### src/rtl/gcl_pkg.sv
package gcl_pkg;

    // Operand width used by the arithmetic (4..32); port widths stay fixed.
    localparam int OW    = 32;
    localparam int AW    = OW + 1;
    localparam int CW    = $clog2(OW + 1);
    localparam int IN_W  = 32;
    localparam int ANS_W = 64;

    typedef enum logic [0:0] {
        CMD_GCD = 1'b0,
        CMD_LCM = 1'b1
    } gcl_cmd_t;

    typedef enum logic [0:0] {
        ALU_SUB,
        ALU_ADD
    } gcl_alu_op_t;

    typedef enum logic [2:0] {
        ST_IDLE,
        ST_GCD,
        ST_SHIFT,
        ST_DIV,
        ST_MUL,
        ST_DONE
    } gcl_state_t;

    typedef enum logic [2:0] {
        DP_HOLD,
        DP_LOAD,
        DP_GCD,
        DP_SHIFT,
        DP_DIV_INIT,
        DP_DIV,
        DP_MUL
    } gcl_dp_op_t;

    typedef struct packed {
        gcl_dp_op_t dp_op;
        logic       idle;
        logic       out_load;
    } gcl_ctrl_t;

    typedef struct packed {
        logic     in_zero;
        logic     diff_zero;
        logic     both_even;
        gcl_cmd_t cmd;
    } gcl_status_t;

endpackage

### src/rtl/gcd_lcm_unit.sv
// Greatest common divisor / least common multiple unit.
// Input channel: in_valid/in_stall with command, first_value, second_value.
//   A beat is taken when in_valid is high and in_stall is low. in_stall is
//   low only while the unit is idle; it rises the cycle after a beat is taken.
// Output channel: out_valid/out_stall with answer and bad_operand, one result
//   beat per input beat, held in an output register until taken.
// Command 0 answers the GCD; command 1 answers the full-width LCM. A zero
// operand answers 0 with bad_operand set, without running the loop.
// One shared add/subtract unit does all the work. The binary GCD loop runs
// first, then shifts to restore the common factors of two; LCM then adds
// OW divide steps and OW shift-add multiply steps (OW = 32).
// A new item is taken only after the previous one has left the loop; it may
// run while the prior result still waits in the output register.
// Reset clears the sequencer and the output valid; no result is pending.
// A stalled output holds its beat; a finished result then waits in the
// sequencer until the output register frees up.
module gcd_lcm_unit (
    input  logic                          clk,
    input  logic                          rst_n,
    input  logic                          in_valid,
    output logic                          in_stall,
    input  logic                          command,
    input  logic [gcl_pkg::IN_W-1:0]      first_value,
    input  logic [gcl_pkg::IN_W-1:0]      second_value,
    output logic                          out_valid,
    input  logic                          out_stall,
    output logic [gcl_pkg::ANS_W-1:0]     answer,
    output logic                          bad_operand
);
    import gcl_pkg::*;

    gcl_ctrl_t        ctrl;
    gcl_status_t      sts;
    logic [ANS_W-1:0] result;
    logic             result_bad;
    logic             out_free;

    logic             out_valid_reg, out_valid_next;
    logic [ANS_W-1:0] answer_reg, answer_next;
    logic             bad_reg, bad_next;

    // Output register is free when empty or being drained this cycle.
    assign out_free = !out_valid_reg || !out_stall;

    gcl_ctrl u_ctrl (
        .clk      (clk),
        .rst_n    (rst_n),
        .in_valid (in_valid),
        .out_free (out_free),
        .sts      (sts),
        .ctrl     (ctrl)
    );

    gcl_dpath u_dpath (
        .clk          (clk),
        .ctrl         (ctrl),
        .command      (command),
        .first_value  (first_value),
        .second_value (second_value),
        .sts          (sts),
        .result       (result),
        .result_bad   (result_bad)
    );

    assign in_stall = !ctrl.idle;

    // Output stage: load a finished result, drop valid once taken.
    always_comb
    begin
        out_valid_next = out_valid_reg;
        answer_next    = answer_reg;
        bad_next       = bad_reg;
        if (ctrl.out_load)
        begin
            out_valid_next = 1'b1;
            answer_next    = result;
            bad_next       = result_bad;
        end
        else if (out_valid_reg && !out_stall)
        begin
            out_valid_next = 1'b0;
        end
    end

    always_ff @(posedge clk or negedge rst_n)
    begin
        if (!rst_n)
        begin
            out_valid_reg <= 1'b0;
        end
        else
        begin
            out_valid_reg <= out_valid_next;
        end
    end

    always_ff @(posedge clk)
    begin
        answer_reg <= answer_next;
        bad_reg    <= bad_next;
    end

    assign out_valid   = out_valid_reg;
    assign answer      = answer_reg;
    assign bad_operand = bad_reg;

    a_bad_zero: assert property (@(posedge clk) disable iff (!rst_n)
        (out_valid && bad_operand) |-> (answer == '0))
        else $error("bad operand result with nonzero answer");

    a_busy_after_take: assert property (@(posedge clk) disable iff (!rst_n)
        (in_valid && !in_stall) |=> in_stall)
        else $error("input taken while a previous item still runs");

    a_load_shows: assert property (@(posedge clk) disable iff (!rst_n)
        ctrl.out_load |=> out_valid)
        else $error("finished result not presented");

    a_load_free: assert property (@(posedge clk) disable iff (!rst_n)
        ctrl.out_load |-> out_free)
        else $error("result loaded over a pending beat");

endmodule

### src/rtl/gcl_alu.sv
module gcl_alu (
    input  gcl_pkg::gcl_alu_op_t        op,
    input  logic [gcl_pkg::AW-1:0]      op_a,
    input  logic [gcl_pkg::AW-1:0]      op_b,
    output logic [gcl_pkg::AW-1:0]      result,
    output logic                        borrow
);
    import gcl_pkg::*;

    logic [AW:0] wide;

    always_comb
    begin
        if (op == ALU_ADD)
        begin
            wide = {1'b0, op_a} + {1'b0, op_b};
        end
        else
        begin
            wide = {1'b0, op_a} - {1'b0, op_b};
        end
        result = wide[AW-1:0];
        borrow = wide[AW];
    end

endmodule

### src/rtl/gcl_dpath.sv
module gcl_dpath (
    input  logic                         clk,
    input  gcl_pkg::gcl_ctrl_t           ctrl,
    input  logic                         command,
    input  logic [gcl_pkg::IN_W-1:0]     first_value,
    input  logic [gcl_pkg::IN_W-1:0]     second_value,
    output gcl_pkg::gcl_status_t         sts,
    output logic [gcl_pkg::ANS_W-1:0]    result,
    output logic                         result_bad
);
    import gcl_pkg::*;

    logic [OW-1:0] a_reg, a_next;
    logic [OW-1:0] b_reg, b_next;
    logic [OW-1:0] x_reg, x_next;
    logic [OW-1:0] y_reg, y_next;
    gcl_cmd_t      cmd_reg, cmd_next;
    logic          bad_reg, bad_next;

    gcl_alu_op_t   alu_op;
    logic [AW-1:0] alu_a;
    logic [AW-1:0] alu_b;
    logic [AW-1:0] alu_res;
    logic          alu_borrow;
    logic [OW-1:0] in_a;
    logic [OW-1:0] in_b;

    assign in_a = first_value[OW-1:0];
    assign in_b = second_value[OW-1:0];

    // Operand steering into the shared add/subtract unit.
    always_comb
    begin
        alu_op = ALU_SUB;
        alu_a  = {1'b0, a_reg};
        alu_b  = {1'b0, b_reg};
        case (ctrl.dp_op)
            DP_DIV:
            begin
                alu_a = {a_reg, x_reg[OW-1]};
            end
            DP_MUL:
            begin
                alu_op = ALU_ADD;
                alu_b  = x_reg[0] ? {1'b0, y_reg} : '0;
            end
            default:
            begin
                alu_op = ALU_SUB;
            end
        endcase
    end

    gcl_alu u_alu (
        .op     (alu_op),
        .op_a   (alu_a),
        .op_b   (alu_b),
        .result (alu_res),
        .borrow (alu_borrow)
    );

    assign sts.in_zero   = (in_a == '0) || (in_b == '0);
    assign sts.diff_zero = (alu_res == '0);
    assign sts.both_even = !a_reg[0] && !b_reg[0];
    assign sts.cmd       = cmd_reg;

    always_comb
    begin
        a_next   = a_reg;
        b_next   = b_reg;
        x_next   = x_reg;
        y_next   = y_reg;
        cmd_next = cmd_reg;
        bad_next = bad_reg;
        case (ctrl.dp_op)
            DP_LOAD:
            begin
                a_next   = in_a;
                b_next   = in_b;
                x_next   = in_a;
                y_next   = in_b;
                cmd_next = gcl_cmd_t'(command);
                bad_next = sts.in_zero;
            end
            DP_GCD:
            begin
                // binary GCD: strip factors of two, else with both odd swap if a < b, else subtract and halve
                if (alu_res != '0)
                begin
                    if (!a_reg[0])
                    begin
                        a_next = {1'b0, a_reg[OW-1:1]};
                        if (!b_reg[0])
                        begin
                            b_next = {1'b0, b_reg[OW-1:1]};
                        end
                    end
                    else if (!b_reg[0])
                    begin
                        b_next = {1'b0, b_reg[OW-1:1]};
                    end
                    else if (alu_borrow)
                    begin
                        a_next = b_reg;
                        b_next = a_reg;
                    end
                    else
                    begin
                        a_next = {1'b0, alu_res[OW-1:1]};
                    end
                end
            end
            DP_SHIFT:
            begin
                a_next = {a_reg[OW-2:0], 1'b0};
            end
            DP_DIV_INIT:
            begin
                b_next = a_reg;
                a_next = '0;
            end
            DP_DIV:
            begin
                if (alu_borrow)
                begin
                    a_next = {a_reg[OW-2:0], x_reg[OW-1]};
                end
                else
                begin
                    a_next = alu_res[OW-1:0];
                end
                x_next = {x_reg[OW-2:0], !alu_borrow};
            end
            DP_MUL:
            begin
                a_next = alu_res[AW-1:1];
                x_next = {alu_res[0], x_reg[OW-1:1]};
            end
            default:
            begin
                a_next = a_reg;
            end
        endcase
    end

    always_ff @(posedge clk)
    begin
        a_reg   <= a_next;
        b_reg   <= b_next;
        x_reg   <= x_next;
        y_reg   <= y_next;
        cmd_reg <= cmd_next;
        bad_reg <= bad_next;
    end

    always_comb
    begin
        if (bad_reg)
        begin
            result = '0;
        end
        else if (cmd_reg == CMD_LCM)
        begin
            result = ANS_W'({a_reg, x_reg});
        end
        else
        begin
            result = ANS_W'(b_reg);
        end
    end

    assign result_bad = bad_reg;

endmodule

### src/rtl/gcl_ctrl.sv
module gcl_ctrl (
    input  logic                  clk,
    input  logic                  rst_n,
    input  logic                  in_valid,
    input  logic                  out_free,
    input  gcl_pkg::gcl_status_t  sts,
    output gcl_pkg::gcl_ctrl_t    ctrl
);
    import gcl_pkg::*;

    gcl_state_t    state_reg, state_next;
    logic [CW-1:0] cnt_reg, cnt_next;

    always_ff @(posedge clk or negedge rst_n)
    begin
        if (!rst_n)
        begin
            state_reg <= ST_IDLE;
            cnt_reg   <= '0;
        end
        else
        begin
            state_reg <= state_next;
            cnt_reg   <= cnt_next;
        end
    end

    always_comb
    begin
        state_next    = state_reg;
        cnt_next      = cnt_reg;
        ctrl.dp_op    = DP_HOLD;
        ctrl.idle     = 1'b0;
        ctrl.out_load = 1'b0;
        case (state_reg)
            ST_IDLE:
            begin
                ctrl.idle = 1'b1;
                if (in_valid)
                begin
                    ctrl.dp_op = DP_LOAD;
                    cnt_next   = '0;
                    state_next = sts.in_zero ? ST_DONE : ST_GCD;
                end
            end
            ST_GCD:
            begin
                ctrl.dp_op = DP_GCD;
                if (sts.diff_zero)
                begin
                    state_next = ST_SHIFT;
                end
                else if (sts.both_even)
                begin
                    cnt_next = cnt_reg + CW'(1);
                end
            end
            ST_SHIFT:
            begin
                // restore the common factors of two
                if (cnt_reg != '0)
                begin
                    ctrl.dp_op = DP_SHIFT;
                    cnt_next   = cnt_reg - CW'(1);
                end
                else
                begin
                    ctrl.dp_op = DP_DIV_INIT;
                    cnt_next   = CW'(OW);
                    state_next = (sts.cmd == CMD_LCM) ? ST_DIV : ST_DONE;
                end
            end
            ST_DIV:
            begin
                ctrl.dp_op = DP_DIV;
                cnt_next   = cnt_reg - CW'(1);
                if (cnt_reg == CW'(1))
                begin
                    cnt_next   = CW'(OW);
                    state_next = ST_MUL;
                end
            end
            ST_MUL:
            begin
                ctrl.dp_op = DP_MUL;
                cnt_next   = cnt_reg - CW'(1);
                if (cnt_reg == CW'(1))
                begin
                    state_next = ST_DONE;
                end
            end
            ST_DONE:
            begin
                if (out_free)
                begin
                    ctrl.out_load = 1'b1;
                    state_next    = ST_IDLE;
                end
            end
            default:
            begin
                state_next = ST_IDLE;
            end
        endcase
    end

endmodule

### config.mk
export PLATFORM = sky130hd
export DESIGN_NAME = gcd_lcm_unit
export DESIGN_NICKNAME = d
export VERILOG_FILES = /design/src/rtl/gcl_pkg.sv /design/src/rtl/gcd_lcm_unit.sv /design/src/rtl/gcl_alu.sv /design/src/rtl/gcl_dpath.sv /design/src/rtl/gcl_ctrl.sv
export SDC_FILE = /design/constraint.sdc
export NUM_CORES = 1
export LEC_CHECK = 0
export BUFFER_PORTS_ARGS = -buffer_cell sky130_fd_sc_hd__buf_2
export CELL_PAD_IN_SITES_DETAIL_PLACEMENT = 1
export CELL_PAD_IN_SITES_GLOBAL_PLACEMENT = 1
export CORE_MARGIN = 2
export CORE_UTILIZATION = 45
export CTS_CLUSTER_SIZE = 10
export DETAILED_ROUTE_END_ITERATION = 10
export GPL_TIMING_DRIVEN = 1
export PLACE_DENSITY_LB_ADDON = 0.2
export SLEW_MARGIN = 20
export SYNTH_ARGS = -nofsm -noshare
export SYNTH_HDL_FRONTEND = slang
export SYNTH_HIERARCHICAL = 1
export SYNTH_SLANG_ARGS = --single-unit
### constraint.sdc
create_clock -name clk -period 10.3 [get_ports clk]
set_input_delay 1.03 -clock clk [delete_from_list [all_inputs] [get_ports clk]]
set_output_delay 1.03 -clock clk [all_outputs]
set_load 0.05 [all_outputs]
# Word level (Yosys, flattened, before mapping)
# Cells that the tools add are included.
dict set report op_classes {
  n_addsub 4
  mul 0
  div 0
  order_cmp 0
  eq_ne 24
  shift 0
  n_mux 42
  n_bitwise 1
  reduce_logical 28
}
# operator count
set op_table {}
lappend op_table {{$mux 32} 12}
lappend op_table {{$pmux 32 s3} 2}
lappend op_table {{$pmux 32 s6} 1}
lappend op_table {{$mux 33} 2}
lappend op_table {{$logic_not 32->1} 2}
lappend op_table {{$add 33x33->34} 1}
lappend op_table {{$mux 34} 1}
lappend op_table {{$sub 33x33->34} 1}
lappend op_table {{$logic_not 33->1} 1}
lappend op_table {{$reduce_bool 33->1} 1}
lappend op_table {{$mux 6} 5}
lappend op_table {{$pmux 6 s5} 1}
lappend op_table {{$mux 3} 9}
lappend op_table {{$pmux 3 s6} 1}
lappend op_table {{$eq 3x3->1 const B} 5}
lappend op_table {{$pmux 3 s5} 1}
lappend op_table {{$eq 3x2->1 const B} 4}
lappend op_table {{$ne 2x2->1 const B} 6}
lappend op_table {{$reduce_bool 6->1} 2}
lappend op_table {{$reduce_and 4->1} 2}
lappend op_table {{$mux 1} 7}
lappend op_table {{$add 6x1->6 const B} 1}
lappend op_table {{$eq 3x1->1 const B} 2}
lappend op_table {{$eq 6x1->1 const B} 1}
lappend op_table {{16 further kinds} 28}
dict set report totals {
  register_bits 205
  latchBits 0
  mem_bits_rw 0
  romBits 0
  word_cells 113
  memories 0
}

# Depth between registers and ports, before layout
dict set report depth {
  word_depth 12
  depth_mapped 36
  mapped_depth_nobuf 33
}

# Modules after synthesis
# The synthesis kept the hierarchy.
# mod n_inst cells_per_inst area_per_inst_um2
set modules_own_cells {}
lappend modules_own_cells {gcl_dpath 1 972 8800.9}
lappend modules_own_cells {gcl_alu 1 400 2667.6}
lappend modules_own_cells {gcd_lcm_unit 1 69 1991.9}
lappend modules_own_cells {gcl_ctrl 1 112 880.8}

# Least setup slack after synthesis
# OpenSTA, ideal clock, no wires.
dict set report synth_path {
  path_kind {input to register}
  from {input in_valid}
  to {register u_dpath.a_reg[10], enable pin}
  setup_time_ns 0.471
  t_arrival_ns 8.765
  required_time_ns 9.829
  slack_ns 1.064
  stages 30
  path_buffers 4
  cell_sequence {nor2b_1 -> o21ai_0 -> a21oi_1 -> buf_6 -> nand3b_2 -> inv_1 -> buf_2 -> buf_2 -> nand3_1 -> nand2_1 -> or4_4 -> or3_4 -> nor2_1 -> or4b_1 -> nor3_1 -> nor2_1 -> xor2_1 -> ha_1 -> clkbuf_1 -> nand4_1 -> or2_2 -> or4_1 -> a21oi_1 -> o31a_1 -> nor2_1 -> xnor2_1 -> nor4_1 -> nand4_1 -> nor3_1 -> a221oi_1}
}
# item line_no
set synth_rtl {}
lappend synth_rtl {{start, declared} gcd_lcm_unit.sv:20} ;# input logic in_valid,
lappend synth_rtl {{end signal, assigned} gcl_dpath.sv:148} ;# a_reg <= a_next;
lappend synth_rtl {{end, declared} gcl_dpath.sv:13} ;# logic [OW-1:0] a_reg, a_next;

==> results.sh <==
export IMPL_cp_data_required_time_ps=10720
export IMPL_pre_cts_slack_ps=1530
export IMPL_seq_area_frac_synth_pct=42.6
export IMPL_reg2regPathDepth=31
export IMPL_tns_ps=0
export IMPL_yosysWarnings=6
export IMPL_drv_slew=0
export IMPL_cts_made_buffers=25
export IMPL_diodes=0
export IMPL_antenna_left=0
export IMPL_max_cap_viol_count=0
export IMPL_rr_endpoint="u_ctrl/cnt_reg[0]"
export IMPL_finalSetupViolations=0
export IMPL_synth_top_family_by_area="simple AND/OR/NAND/NOR gates"
export IMPL_cts_setup_buffers=0
export IMPL_port_buffers=135
export IMPL_synth_ff_type="edfxtp_1"
export IMPL_synth_edf_count=195
export IMPL_die_area_sq_mm=0.0333
export IMPL_crit_type="register to register"
export IMPL_status="finished, final reports clean"
export IMPL_antenna_found_initial=0
export IMPL_cts_resized=0
export IMPL_dpl_hpwl_microns=38100
export IMPL_ys_async_sr_fraction_pct=4.88
export IMPL_slowest_delay_ps=530
export IMPL_gp_congestion=0.910
export IMPL_wirelength_microns=51200
export IMPL_cts_tree="yes"
export IMPL_ios=136
export IMPL_grt_pass1_vias=13138
export IMPL_final_cell_mix="nand2_1, edfxtp_1, buf_2"
export IMPL_largest_register_ffs=64
export IMPL_vias=13126
export IMPL_worstSetupStartpointType="register"
export IMPL_critPathMaxFanout=34
export IMPL_dr_pass1_iters=6
export IMPL_cts_clk_slew_worst_paths_ps=60
export IMPL_die_h_microns=183
export IMPL_setup_slack_ps=1720
export IMPL_fp_coreArea_sq_mm=0.0315
export IMPL_max_freq_ghz=0.117
export IMPL_drtIter0Drc=1299
export IMPL_rsz0062_at_grt="false"
export IMPL_crit_arrival_ps=8990
export IMPL_slew_headroom_pct=28.1
export IMPL_start_util_pct=45.6
export IMPL_cts_root_buf="clkbuf_16"
export IMPL_finalClockSkew_ps=20.8
export IMPL_post_route_period_util_pct=83.3
export IMPL_synthXorXnorAreaFrac_pct=3.91
export IMPL_drcViolationCount=0
export IMPL_cts_htree_levels=1
export IMPL_cp_end_kind="register"
export IMPL_dieWidth_microns=183
export IMPL_grt_pass1_wl_microns=78600
export IMPL_ctsHoldBuffers=0
export IMPL_synth_cell_types=84
export IMPL_final_common_cell="nand2_1"
export IMPL_syn_area_per_cell_sq_um=9.23
export IMPL_final_core_util_pct=50.7
export IMPL_synth_simple_area_share_pct=19.8
export IMPL_grt_max_degree=67
export IMPL_viasPerCell=6.42
export IMPL_synth_compound_area_share_pct=19.0
export IMPL_nets=1740
export IMPL_synthesis_area_sq_mm=0.0143
export IMPL_hp_class="primary input to async pin"
export IMPL_crit_slowest_cell="or4_1"
export IMPL_grt_use_total_pct=30.3
export IMPL_wl_per_cell_microns=25.0
export IMPL_synthAdderAreaFrac_pct=3.45
export IMPL_cts_sinks=205
export IMPL_ys_ff_latch=205
export IMPL_r2r_setup_slack_ps=1720
export IMPL_globalRouteOverflowTotal=0
export IMPL_hold_violations=0
export IMPL_layout_drive_gt1_share_pct=15.3
export IMPL_synth_cells=1553
export IMPL_fin_crit_ps=8580
export IMPL_clockBufferDepth=3
export IMPL_timing_rr_start="u_ctrl/cnt_reg[2]"
export IMPL_muxShareOfSynthArea_pct=6.04
export IMPL_num_rows=65
export IMPL_tightest_slew_ps=1080
export IMPL_clkLatencyLatePin_ps=530
export IMPL_area_growth_pct=11.2
==> worst max-delay path, delay by kind of cell, from the launching register on <==
kind                     cells  cell delay [ps]
AO/OA/AOI/OAI                7             1220
multiplexers                 1              340
buffers and inverters        3              860
AND/OR/NAND/NOR             17             4660
flip-flops                   1              510
XOR/XNOR                     2              400
adder cells (fa/ha/maj)      1              450
==> area by class of cell <==
class / count / area (sq um)
fillers: 3602 / 15500
multi-input cells: 1183 / 7570
flip-flops and latches: 205 / 6110
repair buffers: 157 / 853
clock buffers: 37 / 681
well taps: 402 / 503
inverters: 60 / 225
clock inverters: 2 / 12.5
==> cell families after synthesis <==
logic type | after synthesis
XOR/XNOR | 64
flip-flops | 205
buffers and inverters | 166
other | 1
AO/OA/AOI/OAI | 406
AND/OR/NAND/NOR | 589
multiplexers | 83
adder cells (fa/ha/maj) | 39
==> layer usage <==
metal | track usage (%) | part of all wire, % | up-vias | wire length (microns)
met2 | 46.8 | 44 | 652 | 22500
met1 | 43.8 | 45 | 6513 | 23000
met3 | 5.65 | 9.1 | 70 | 4670
met4 | 7.26 | 2.2 | 0 | 1130
li1 | - | - | 5891 | -
met5 | 0 | 0 | - | 0
==> worst max path at each step <==
stage / startpoint / end / slack [ps] / depth (start not counted)
after floorplan: in_valid / u_dpath/a_reg[10] / 1060 / 30
after detailed placement: in_valid / u_ctrl/cnt_reg[0] / 1530 / 32
final: u_ctrl/cnt_reg[2] / u_ctrl/cnt_reg[0] / 1720 / 31
after global placement: in_valid / u_ctrl/cnt_reg[0] / 1690 / 32
after CTS: u_ctrl/cnt_reg[0] / u_ctrl/cnt_reg[0] / 1790 / 33
after global routing: u_ctrl/cnt_reg[0] / u_ctrl/cnt_reg[0] / 1180 / 33
==> cell usage after synthesis (7+ instances only) <==
cell | n | area share, %
o211ai_1 | 8 | 0.42
buf_6 | 9 | 0.71
nand4_1 | 14 | 0.61
dfrtp_1 | 10 | 1.7
and3_1 | 9 | 0.39
xor2_1 | 43 | 2.6
nor2b_1 | 16 | 0.70
a31oi_1 | 11 | 0.48
o21ai_0 | 69 | 2.4
nor2_1 | 112 | 2.9
nand3_1 | 52 | 1.8
a21o_1 | 15 | 0.79
a22oi_1 | 67 | 3.5
a222oi_1 | 28 | 2.0
nand2b_1 | 13 | 0.57
and2_1 | 36 | 1.6
nor3_1 | 19 | 0.66
xnor2_1 | 21 | 1.3
a22o_1 | 23 | 1.4
nor4_1 | 28 | 1.2
nand2_1 | 244 | 6.4
clkbuf_1 | 54 | 1.4
ha_1 | 38 | 3.3
mux2_2 | 28 | 2.2
inv_1 | 60 | 1.6
mux2i_1 | 55 | 3.8
a21oi_1 | 95 | 3.3
o21ai_1 | 31 | 1.1
buf_2 | 34 | 1.2
edfxtp_1 | 195 | 41
a211oi_1 | 7 | 0.37
==> per-stage QoR <==
step / hold slack (ps) / area [sq um] / cells
2_1_floorplan: 424 / 14300 / 1554
3_3_place_gp: 480 / 15200 / 2006
3_5_place_dp: 504 / 15200 / 2006
4_1_cts: 359 / 15900 / 2045
5_1_grt: 374 / 15900 / 2046
6_report: 369 / 15900 / 2046
Power is not shown: default switching activity piles up to over one toggle a cycle in this logic, so the estimate is an artifact.
